## src/rtl/core/dda_pkg.sv

```systemverilog
// Shared widths, types and codes for the DDA line rasteriser.
`timescale 1ns / 1ps

package dda_pkg;

  localparam int COORD_BITS = 10;
  localparam int FRAC_BITS  = 16;

  // Accumulator: sign, spare integer bit, COORD_BITS integer, FRAC_BITS fraction
  localparam int ACC_W = COORD_BITS + FRAC_BITS + 2;
  // Increment: signed, magnitude up to 1.0
  localparam int INC_W = FRAC_BITS + 2;
  // Quotient magnitude, one integer bit and FRAC_BITS fraction bits
  localparam int QUO_W = FRAC_BITS + 1;
  localparam int CNT_W = $clog2(FRAC_BITS + 1);

  localparam int IN_DATA_W  = ((4 * COORD_BITS + 1 + 7) / 8) * 8;
  localparam int OUT_DATA_W = ((2 * COORD_BITS + 1 + 7) / 8) * 8;

  typedef enum logic {
    FUNC_LOAD = 1'b0,
    FUNC_STEP = 1'b1
  } func_t;

  typedef struct packed {
    logic                  go;
    logic [COORD_BITS-1:0] mag;
    logic [COORD_BITS-1:0] den;
  } div_req_t;

  typedef struct packed {
    logic             done;
    logic [QUO_W-1:0] quo;
  } div_rsp_t;

endpackage

```

## src/rtl/core/dda_div.sv

```systemverilog
// Restoring divider: (mag << FRAC_BITS) / den, one quotient bit per cycle.
`timescale 1ns / 1ps

module dda_div (
  input  logic              clk,
  input  logic              rst,
  input  dda_pkg::div_req_t req,
  output dda_pkg::div_rsp_t rsp
);

  logic                           busy;
  logic                           done;
  logic [dda_pkg::CNT_W-1:0]      cnt;
  logic [dda_pkg::COORD_BITS:0]   rem;
  logic [dda_pkg::COORD_BITS-1:0] den;
  logic [dda_pkg::QUO_W-1:0]      quo;

  logic [dda_pkg::COORD_BITS+1:0] diff;
  logic                           fits;
  logic [dda_pkg::COORD_BITS:0]   rem_sub;
  logic [dda_pkg::COORD_BITS:0]   rem_next;

  // mag <= den, so the first compare yields the integer bit and the
  // remainder stays below den from then on
  assign diff     = {1'b0, rem} - {2'b00, den};
  assign fits     = !diff[dda_pkg::COORD_BITS+1];
  assign rem_sub  = fits ? diff[dda_pkg::COORD_BITS:0] : rem;
  assign rem_next = {rem_sub[dda_pkg::COORD_BITS-1:0], 1'b0};

  always_ff @(posedge clk) begin
    if (rst) begin
      busy <= 1'b0;
      done <= 1'b0;
    end else begin
      done <= 1'b0;
      if (req.go) begin
        busy <= 1'b1;
        cnt  <= '0;
        rem  <= {1'b0, req.mag};
        den  <= req.den;
        quo  <= '0;
      end else if (busy) begin
        quo <= {quo[dda_pkg::QUO_W-2:0], fits};
        rem <= rem_next;
        cnt <= cnt + 1'b1;
        if (cnt == dda_pkg::CNT_W'(dda_pkg::FRAC_BITS)) begin
          busy <= 1'b0;
          done <= 1'b1;
        end
      end
    end
  end

  assign rsp.done = done;
  assign rsp.quo  = quo;

endmodule

```

## src/rtl/core/dda_line_rasterizer.sv

```systemverilog
// Top level of the DDA line rasteriser: sequencer, accumulators and output register.
`timescale 1ns / 1ps

// Channel    Dir   Words
// s_axis     in    load (tuser=0) or step (tuser=1) request
// m_axis     out   one pixel per request; tlast marks the final pixel
//
// A step word is taken and its pixel registered in the same cycle, so steps run at
// one pixel per clock while the output side keeps up.
// A load with a non-zero length gives its first pixel once both divisions are
// done: the shared divider iterates one quotient bit per cycle, 17 bits per axis,
// x then y, with a registered hand-over after each axis.
// A zero-length load's pixel is registered in the same cycle that the load is taken.
// s_axis_tready is low during a load's division and while an unread pixel
// sits in the output register with m_axis_tready low.
// rst is synchronous, active high; afterwards no line is active.

module dda_line_rasterizer (
  input  logic                           clk,
  input  logic                           rst,

  input  logic                           s_axis_tvalid,
  output logic                           s_axis_tready,
  // start_x, start_y, end_x, end_y, ink (lowest bit up), zero padded
  input  logic [dda_pkg::IN_DATA_W-1:0]  s_axis_tdata,
  // func
  input  logic                           s_axis_tuser,

  output logic                           m_axis_tvalid,
  input  logic                           m_axis_tready,
  // pixel_x, pixel_y, pixel_ink (lowest bit up), zero padded
  output logic [dda_pkg::OUT_DATA_W-1:0] m_axis_tdata,
  output logic                           m_axis_tlast,
  // no_line
  output logic                           m_axis_tuser
);

  localparam int C = dda_pkg::COORD_BITS;
  localparam int F = dda_pkg::FRAC_BITS;

  typedef enum logic [1:0] {
    S_IDLE,
    S_DIV_X,
    S_DIV_Y
  } state_t;

  state_t state;

  // line state
  logic signed [dda_pkg::ACC_W-1:0] acc_x, acc_y;
  logic signed [dda_pkg::INC_W-1:0] inc_x, inc_y;
  logic [C-1:0]                     pixels_left;
  logic                             line_active;
  logic                             held_ink;

  // held across the division
  logic [C-1:0] steps;
  logic [C-1:0] mag_y;
  logic         neg_x, neg_y;

  // output register
  logic         out_valid;
  logic [C-1:0] out_x, out_y;
  logic         out_ink, out_last, out_no_line;

  dda_pkg::div_req_t div_req;
  dda_pkg::div_rsp_t div_rsp;

  // input word fields
  logic         in_acc;
  logic [C-1:0] sx, sy, ex, ey;
  logic         in_ink;

  assign sx     = s_axis_tdata[C-1:0];
  assign sy     = s_axis_tdata[2*C-1:C];
  assign ex     = s_axis_tdata[3*C-1:2*C];
  assign ey     = s_axis_tdata[4*C-1:3*C];
  assign in_ink = s_axis_tdata[4*C];

  assign s_axis_tready = (state == S_IDLE) && (!out_valid || m_axis_tready);
  assign in_acc        = s_axis_tvalid && s_axis_tready;

  // differences, magnitudes and step count
  logic signed [C:0] dx, dy;
  logic [C:0]        dx_neg, dy_neg;
  logic [C-1:0]      ax, ay, steps_in;

  assign dx       = $signed({1'b0, ex}) - $signed({1'b0, sx});
  assign dy       = $signed({1'b0, ey}) - $signed({1'b0, sy});
  assign dx_neg   = -dx;
  assign dy_neg   = -dy;
  assign ax       = dx[C] ? dx_neg[C-1:0] : dx[C-1:0];
  assign ay       = dy[C] ? dy_neg[C-1:0] : dy[C-1:0];
  assign steps_in = (ax > ay) ? ax : ay;

  logic load_go;
  assign load_go = in_acc && (dda_pkg::func_t'(s_axis_tuser) == dda_pkg::FUNC_LOAD)
                   && (steps_in != '0);

  // x division starts with the load word, y division when x is done
  always_comb begin
    div_req.go  = 1'b0;
    div_req.mag = ax;
    div_req.den = steps_in;
    if (load_go) begin
      div_req.go = 1'b1;
    end else if (state == S_DIV_X) begin
      div_req.go  = div_rsp.done;
      div_req.mag = mag_y;
      div_req.den = steps;
    end
  end

  dda_div u_div (
    .clk (clk),
    .rst (rst),
    .req (div_req),
    .rsp (div_rsp)
  );

  // signed increment from the quotient
  logic [dda_pkg::INC_W-1:0] quo_pos;
  logic [dda_pkg::INC_W-1:0] quo_neg;
  assign quo_pos = {1'b0, div_rsp.quo};
  assign quo_neg = -quo_pos;

  // next accumulators for a step
  logic signed [dda_pkg::ACC_W-1:0] acc_x_sum, acc_y_sum;
  assign acc_x_sum = acc_x + {{(dda_pkg::ACC_W-dda_pkg::INC_W){inc_x[dda_pkg::INC_W-1]}}, inc_x};
  assign acc_y_sum = acc_y + {{(dda_pkg::ACC_W-dda_pkg::INC_W){inc_y[dda_pkg::INC_W-1]}}, inc_y};

  always_ff @(posedge clk) begin
    if (rst) begin
      state       <= S_IDLE;
      out_valid   <= 1'b0;
      line_active <= 1'b0;
      pixels_left <= '0;
      held_ink    <= 1'b0;
    end else begin
      if (out_valid && m_axis_tready) out_valid <= 1'b0;

      unique case (state)
        S_IDLE: begin
          if (in_acc) begin
            if (dda_pkg::func_t'(s_axis_tuser) == dda_pkg::FUNC_LOAD) begin
              acc_x       <= {2'b00, sx, F'(0)};
              acc_y       <= {2'b00, sy, F'(0)};
              held_ink    <= in_ink;
              pixels_left <= steps_in;
              line_active <= (steps_in != '0);
              steps       <= steps_in;
              mag_y       <= ay;
              neg_x       <= dx[C];
              neg_y       <= dy[C];
              if (steps_in == '0) begin
                // zero-length line: single pixel, no division
                inc_x       <= '0;
                inc_y       <= '0;
                out_valid   <= 1'b1;
                out_x       <= sx;
                out_y       <= sy;
                out_ink     <= in_ink;
                out_last    <= 1'b1;
                out_no_line <= 1'b0;
              end else begin
                state <= S_DIV_X;
              end
            end else if (!line_active) begin
              out_valid   <= 1'b1;
              out_x       <= '0;
              out_y       <= '0;
              out_ink     <= 1'b0;
              out_last    <= 1'b0;
              out_no_line <= 1'b1;
            end else begin
              acc_x       <= acc_x_sum;
              acc_y       <= acc_y_sum;
              pixels_left <= pixels_left - 1'b1;
              line_active <= (pixels_left != C'(1));
              out_valid   <= 1'b1;
              out_x       <= acc_x_sum[F +: C];
              out_y       <= acc_y_sum[F +: C];
              out_ink     <= held_ink;
              out_last    <= (pixels_left == C'(1));
              out_no_line <= 1'b0;
            end
          end
        end
        S_DIV_X: begin
          if (div_rsp.done) begin
            inc_x <= neg_x ? quo_neg : quo_pos;
            state <= S_DIV_Y;
          end
        end
        S_DIV_Y: begin
          if (div_rsp.done) begin
            inc_y       <= neg_y ? quo_neg : quo_pos;
            state       <= S_IDLE;
            // first pixel is the start point
            out_valid   <= 1'b1;
            out_x       <= acc_x[F +: C];
            out_y       <= acc_y[F +: C];
            out_ink     <= held_ink;
            out_last    <= 1'b0;
            out_no_line <= 1'b0;
          end
        end
        default: state <= S_IDLE;
      endcase
    end
  end

  assign m_axis_tvalid = out_valid;
  assign m_axis_tdata  = {(dda_pkg::OUT_DATA_W - 2*C - 1)'(0), out_ink, out_y, out_x};
  assign m_axis_tlast  = out_last;
  assign m_axis_tuser  = out_no_line;

  // no pixel waits while a division is under way
  a_div_out_empty: assert property (@(posedge clk) disable iff (rst)
    (state != S_IDLE) |-> !out_valid)
    else $error("output register busy during division");

  // an active line always has pixels left
  a_active_left: assert property (@(posedge clk) disable iff (rst)
    line_active |-> (pixels_left != '0))
    else $error("active line with no pixels left");

  // divider only finishes while the sequencer waits for it
  a_done_in_div: assert property (@(posedge clk) disable iff (rst)
    div_rsp.done |-> (state == S_DIV_X || state == S_DIV_Y))
    else $error("divider done outside division");

  // a step on an active line consumes exactly one pixel
  a_step_count: assert property (@(posedge clk) disable iff (rst)
    (in_acc && s_axis_tuser && line_active) |=>
      (pixels_left == $past(pixels_left) - 1'b1))
    else $error("pixel count not decremented on step");

endmodule

```

## config.mk

```make
export PLATFORM = sky130hd
export DESIGN_NAME = dda_line_rasterizer
export DESIGN_NICKNAME = d
export VERILOG_FILES = /design/src/rtl/core/dda_pkg.sv /design/src/rtl/core/dda_div.sv /design/src/rtl/core/dda_line_rasterizer.sv
export SDC_FILE = /design/constraint.sdc
export NUM_CORES = 1
export LEC_CHECK = 0
export ABC_AREA = 0
export BUFFER_PORTS_ARGS = -buffer_cell sky130_fd_sc_hd__buf_4
export CAP_MARGIN = 20
export CORE_UTILIZATION = 53
export CTS_CLUSTER_DIAMETER = 200
export CTS_CLUSTER_SIZE = 12
export DETAILED_ROUTE_END_ITERATION = 10
export PLACE_DENSITY_LB_ADDON = 0.3
export SETUP_SLACK_MARGIN = 0.4
export SYNTH_ARGS = -nofsm -noshare
export SYNTH_HDL_FRONTEND = slang
export SYNTH_SLANG_ARGS = --single-unit
```

## constraint.sdc

```tcl
create_clock -name clk -period 7.3 [get_ports clk]
set_clock_uncertainty 0.1 [all_clocks]
set_input_delay 0.365 -clock clk [delete_from_list [all_inputs] [get_ports clk]]
set_output_delay 0.365 -clock clk [all_outputs]
set_load 0.02 [all_outputs]
```

==> results by group <==
CTS
  • Number of buffers added to fix hold violations after cts: 0
  • Worst-path clk slew: ~0.070 ns
  • Number of clock sinks: ~190
  • Level count of the clock H-tree: 4
  • CTS-repair resized insts: 0
  • Latest clock arrival within the worst-skew pair: 0.45 ns
  • CTS Root Buffer Type: sky130_fd_sc_hd__clkbuf_16
  • Clock Path Buffers: 2
  • CTS tree: done
  • Buffers inserted by post-CTS timing repair: 0
  • TritonCTS buffer count: 17

Logic synthesis
  • Area share of the leading cell type in the synthesized netlist: about two fifths
  • Post-synthesis share of cell area spent on full adders, half adders and majority gates: just over 10%
  • Mux cell area share after synthesis: under 10%
  • Complex-gate fraction of the synthesized area: between 10% and 20%
  • Most area-hungry cell type in the Yosys netlist: sky130_fd_sc_hd__edfxtp_1
  • Syn Area/Cell: around 10 um^2
  • Top_reg_cell synth: sky130_fd_sc_hd__edfxtp_1
  • Synthesized instance count: approximately 1300
  • Fraction of registers with async set or reset after synthesis: 0%
  • Simple-gate area share of the yosys netlist: between 10% and 20%
  • Synth Warn #: 0
  • Post-synthesis instance area: 13000 um^2
  • Synth cell types: between 70 and 80
  • Post-synthesis sequential area ratio: 43.2%
  • Number of enable flip-flop cells after synthesis: ~180
  • Main combinational cell family by area after synthesis: compound AO/OA/AOI/OAI gates
  • Xor-xnor portion of the synthesized cell area: 6.98%
  • Top cells by area in the synthesized netlist: sky130_fd_sc_hd__edfxtp_1 (41%), sky130_fd_sc_hd__ha_1 (9.3%), sky130_fd_sc_hd__nor2_1 (4.5%), sky130_fd_sc_hd__xor2_1 (3.8%), sky130_fd_sc_hd__nand2_1 (3.2%)
  • Post-synthesis register bit count: 193

Pwr
  • Highest ir drop seen on vdd: roughly 0.14 mV
  • Portion of total power attributed to combinational logic: between 20% and 30%
  • Leakage: roughly 0.006 uW
  • Cell-internal power: roughly 2200 uW
  • Sequential fraction of design power: around 41%
  • Power density relative to cell area: about 230 nW/um^2
  • Total design power: approximately 3300 uW
  • Switching portion of total power: around 34%
  • Clk network pwr share: 29.8%
  • Switching power summed over all nets: around 1100 uW

Floorplan
  • FP Rows: 56
  • Std-Cell Core Area: 23800 um^2
  • Die footprint: around 25000 um^2
  • I/O pin count: just over 80
  • Die height: 159 um
  • Chip width: 159 um
  • Initial core utilization: between 50% and 60%

STA
  • Final worst-path cycle share: 84.3%
  • Fmax: 163 MHz
  • Number of hold-slack violations in the final timing report: 0
  • Worst slew pin tran: 1.09 ns
  • Setup repair after global routing missed its margin: no
  • Number of slew-limit violations in the final report: 0
  • Final critical-path required period: approximately 6.2 ns
  • Max_slew headroom: about 27%
  • Total of endpoints with negative setup slack in the final report: 0
  • Setup total negative slack: 0 ns

Critical path
  • Largest fanout on the critical path: 22
  • Top delay family on crit path: compound AO/OA/AOI/OAI gates
  • Reg2Reg Launch Point: u_div.quo[2]$_SDFFCE_PN0P_
  • Endpoint class of the critical path: flop
  • Ordered list of cells on the worst path: buf_4 -> inv_1 -> ha_1 -> inv_1 -> fa_1 -> a21o_1 -> a221oi_1 -> o21bai_1 -> o22a_1 -> clkinv_1 -> o21ai_0 -> xnor2_1 -> inv_1 -> ha_1 -> nand4_1 -> o21bai_1 -> a31oi_2 -> mux2i_1 -> or4_1 -> a21oi_4 -> a21oi_4 -> buf_4
  • Number of gates on the worst path with buffers counted: 22
  • Req. time, crit path: roughly 7.4 ns
  • Depth of the worst register-to-register path: 9
  • Delay of the slowest cell on the worst path: around 0.80 ns
  • Crit path kind: in -> reg
  • Sum of buffers and inverters on the critical path: 6
  • Slowest cell on the critical path: sky130_fd_sc_hd__or4_1
  • CP Launch Type: input port
  • Arrival time reported for the critical path endpoint: roughly 6.2 ns
  • Setup crit start: s_axis_tdata[30]
  • Cell repeated most along the worst path: sky130_fd_sc_hd__inv_1

Global route
  • Met3 usage: a little under 4%
  • Global-route wire length before repair: between 40000 and 50000 um
  • Most Crowded Layer GR: met2
  • Maximum number of pins on one net before global-route repair: 57
  • Initial antenna violation count: 0
  • Met1 GRT Util: roughly a third
  • Fraction of met2 tracks used by global routing: a little over two fifths
  • Total GRT Usage: 25.6%
  • Residual overflow from global routing: 0
  • Vias in the first global route: between 9000 and 10000

Cells and area
  • Area added between synthesis and finish: 11.2%
  • Final-stage net count: around 1500
  • Number of non-filler instances in the completed layout: ~1700
  • Total non-filler cell area in the finished layout: about 14000 um^2
  • Share of layout cells above drive strength 1: between 10 and 15%
  • Fillcell total: approximately 1900
  • Final antenna diode count: 0

Detailed routing
  • Count of unresolved DRC violations after routing: 0
  • Wire per inst: roughly 18 um
  • First drt pass iteration count: 5
  • Routed via count: slightly above 10000
  • ANT nets after route: 0
  • Drt via density: slightly below 6
  • Final routed wirelength across all metal layers: about 31000 um
  • DR iter-0 viols: between 700 and 800

Worst hold path
  • Worst hold path cell count: 3
  • Startpoint of the tightest hold check path: s_axis_tdata[40]
  • Hold Path Class: in -> reg

Status
  • Outcome: complete, no violations

Placed design
  • Half-perimeter wire length after placement: around 22000 um
  • Count of buffers inserted at the top-level ports: 70
  • Global placement routability congestion: between 0.9 and 1
  • Cell count after placement: 1690
  • Cell Area, Placed: approximately 14000 um^2

Flow run
  • Max-cap check violation count: 0
==> logic make-up after synthesis <==
| family | after synthesis |
|---|---|
| compound gates | 326 |
| flops | 193 |
| simple gates | 445 |
| mux | 30 |
| buf+inv | 131 |
| other cells | 1 |
| fa+ha+maj | 102 |
| xor+xnor | 102 |
==> worst min-delay path: stages <==
cell	delay, ns
sky130_fd_sc_hd__buf_4	0.13
sky130_fd_sc_hd__nand2_1	0.05
sky130_fd_sc_hd__a21oi_1	0.05
==> synth_stat cells (all sizes together) (9+ instances only) <==
| cell | instances |
|---|---|
| a211oi | 24 |
| a21o | 41 |
| a21oi | 80 |
| a22o | 13 |
| a31oi | 9 |
| and2 | 22 |
| and3 | 17 |
| buf | 18 |
| clkbuf | 25 |
| dfxtp | 17 |
| edfxtp | 176 |
| ha | 97 |
| inv | 86 |
| mux2i | 23 |
| nand2 | 112 |
| nand2b | 16 |
| nand3 | 20 |
| nand4 | 9 |
| nor2 | 156 |
| nor2b | 18 |
| nor3 | 31 |
| o21a | 15 |
| o21ai | 64 |
| o31ai | 10 |
| or2 | 9 |
| or3 | 18 |
| xnor2 | 43 |
| xor2 | 59 |
==> layout by cell type, fill, tap and decap left out, types with 15 or more instances in the layout <==
master,instances
sky130_fd_sc_hd__nor2_1,155
sky130_fd_sc_hd__dfxtp_1,17
sky130_fd_sc_hd__clkbuf_16,18
sky130_fd_sc_hd__a21oi_1,77
sky130_fd_sc_hd__edfxtp_1,176
sky130_fd_sc_hd__nand2_1,112
sky130_fd_sc_hd__xnor2_1,43
sky130_fd_sc_hd__nor2b_1,17
sky130_fd_sc_hd__nand2b_1,16
sky130_fd_sc_hd__and3_1,17
sky130_fd_sc_hd__inv_1,86
sky130_fd_sc_hd__a21o_1,41
sky130_fd_sc_hd__o21ai_0,61
sky130_fd_sc_hd__xor2_1,57
sky130_fd_sc_hd__o21a_1,15
sky130_fd_sc_hd__a211oi_1,21
sky130_fd_sc_hd__and2_1,21
sky130_fd_sc_hd__nor3_1,29
sky130_fd_sc_hd__mux2i_1,23
sky130_fd_sc_hd__buf_4,81
sky130_fd_sc_hd__ha_1,97
sky130_fd_sc_hd__nand3_1,20
==> state kept, by name, indices dropped and copies added (netlist names), 2 cells and up <==
signal,count
pixels_left,10
steps,10
u_div.rem,11
u_div.den,10
inc_y,18
inc_x,18
acc_y,26
acc_x,26
out_y,10
mag_y,10
u_div.cnt,5
u_div.quo,17
out_x,10
state,2
==> power groups by stage <==
stage | Sequential (uW) | Combinational (uW) | Clock (uW)
after global routing | 1350 | 1030 | 1020
final | 1350 | 942 | 972
after detailed placement | 1370 | 922 | 0
after floorplan | 1370 | 678 | 0
after CTS | 1350 | 929 | 971
after global placement | 1370 | 902 | 0
==> per-layer routing <==
layer  vias to the layer above  wire (um)
li1                       4936          -
met1                      4857      13500
met2                       341      14800
met3                        72       1830
met4                         0        933
met5                         -          0
==> layout make-up <==
cell class | count | area, um^2 | area share, %
inverters | 88 | 330 | 2.28
flip-flops and latches | 193 | 5630 | 38.9
clock inverters | 14 | 155 | 1.07
multi-input cells | 1008 | 6880 | 47.5
repair buffers | 82 | 628 | 4.34
clock buffers | 18 | 450 | 3.11
well taps | 319 | 399 | 2.76
==> worst paths after layout <==
kind	end	slack (ns)
setup / recovery	u_div.quo[8]$_SDFFCE_PN0P_	1.15
hold / removal	held_ink$_SDFFE_PP0P_	0.10
hold reg to reg	u_div.busy$_SDFF_PP0_	0.36
setup reg to reg	inc_x[17]$_SDFFCE_PN0P_	3.39
==> metrics by stage <==
stage	setup WS [ns]	utilization (%)	hold slack [ns]
2_1_floorplan	0.610	-	0.333
3_3_place_gp	0.847	58.3	0.344
3_5_place_dp	0.773	58.3	0.347
4_1_cts	1.21	60.9	0.0965
5_1_grt	0.696	60.9	0.108
6_report	1.15	60.9	0.103
No activity file was read; power rests on OpenSTA's default activity.
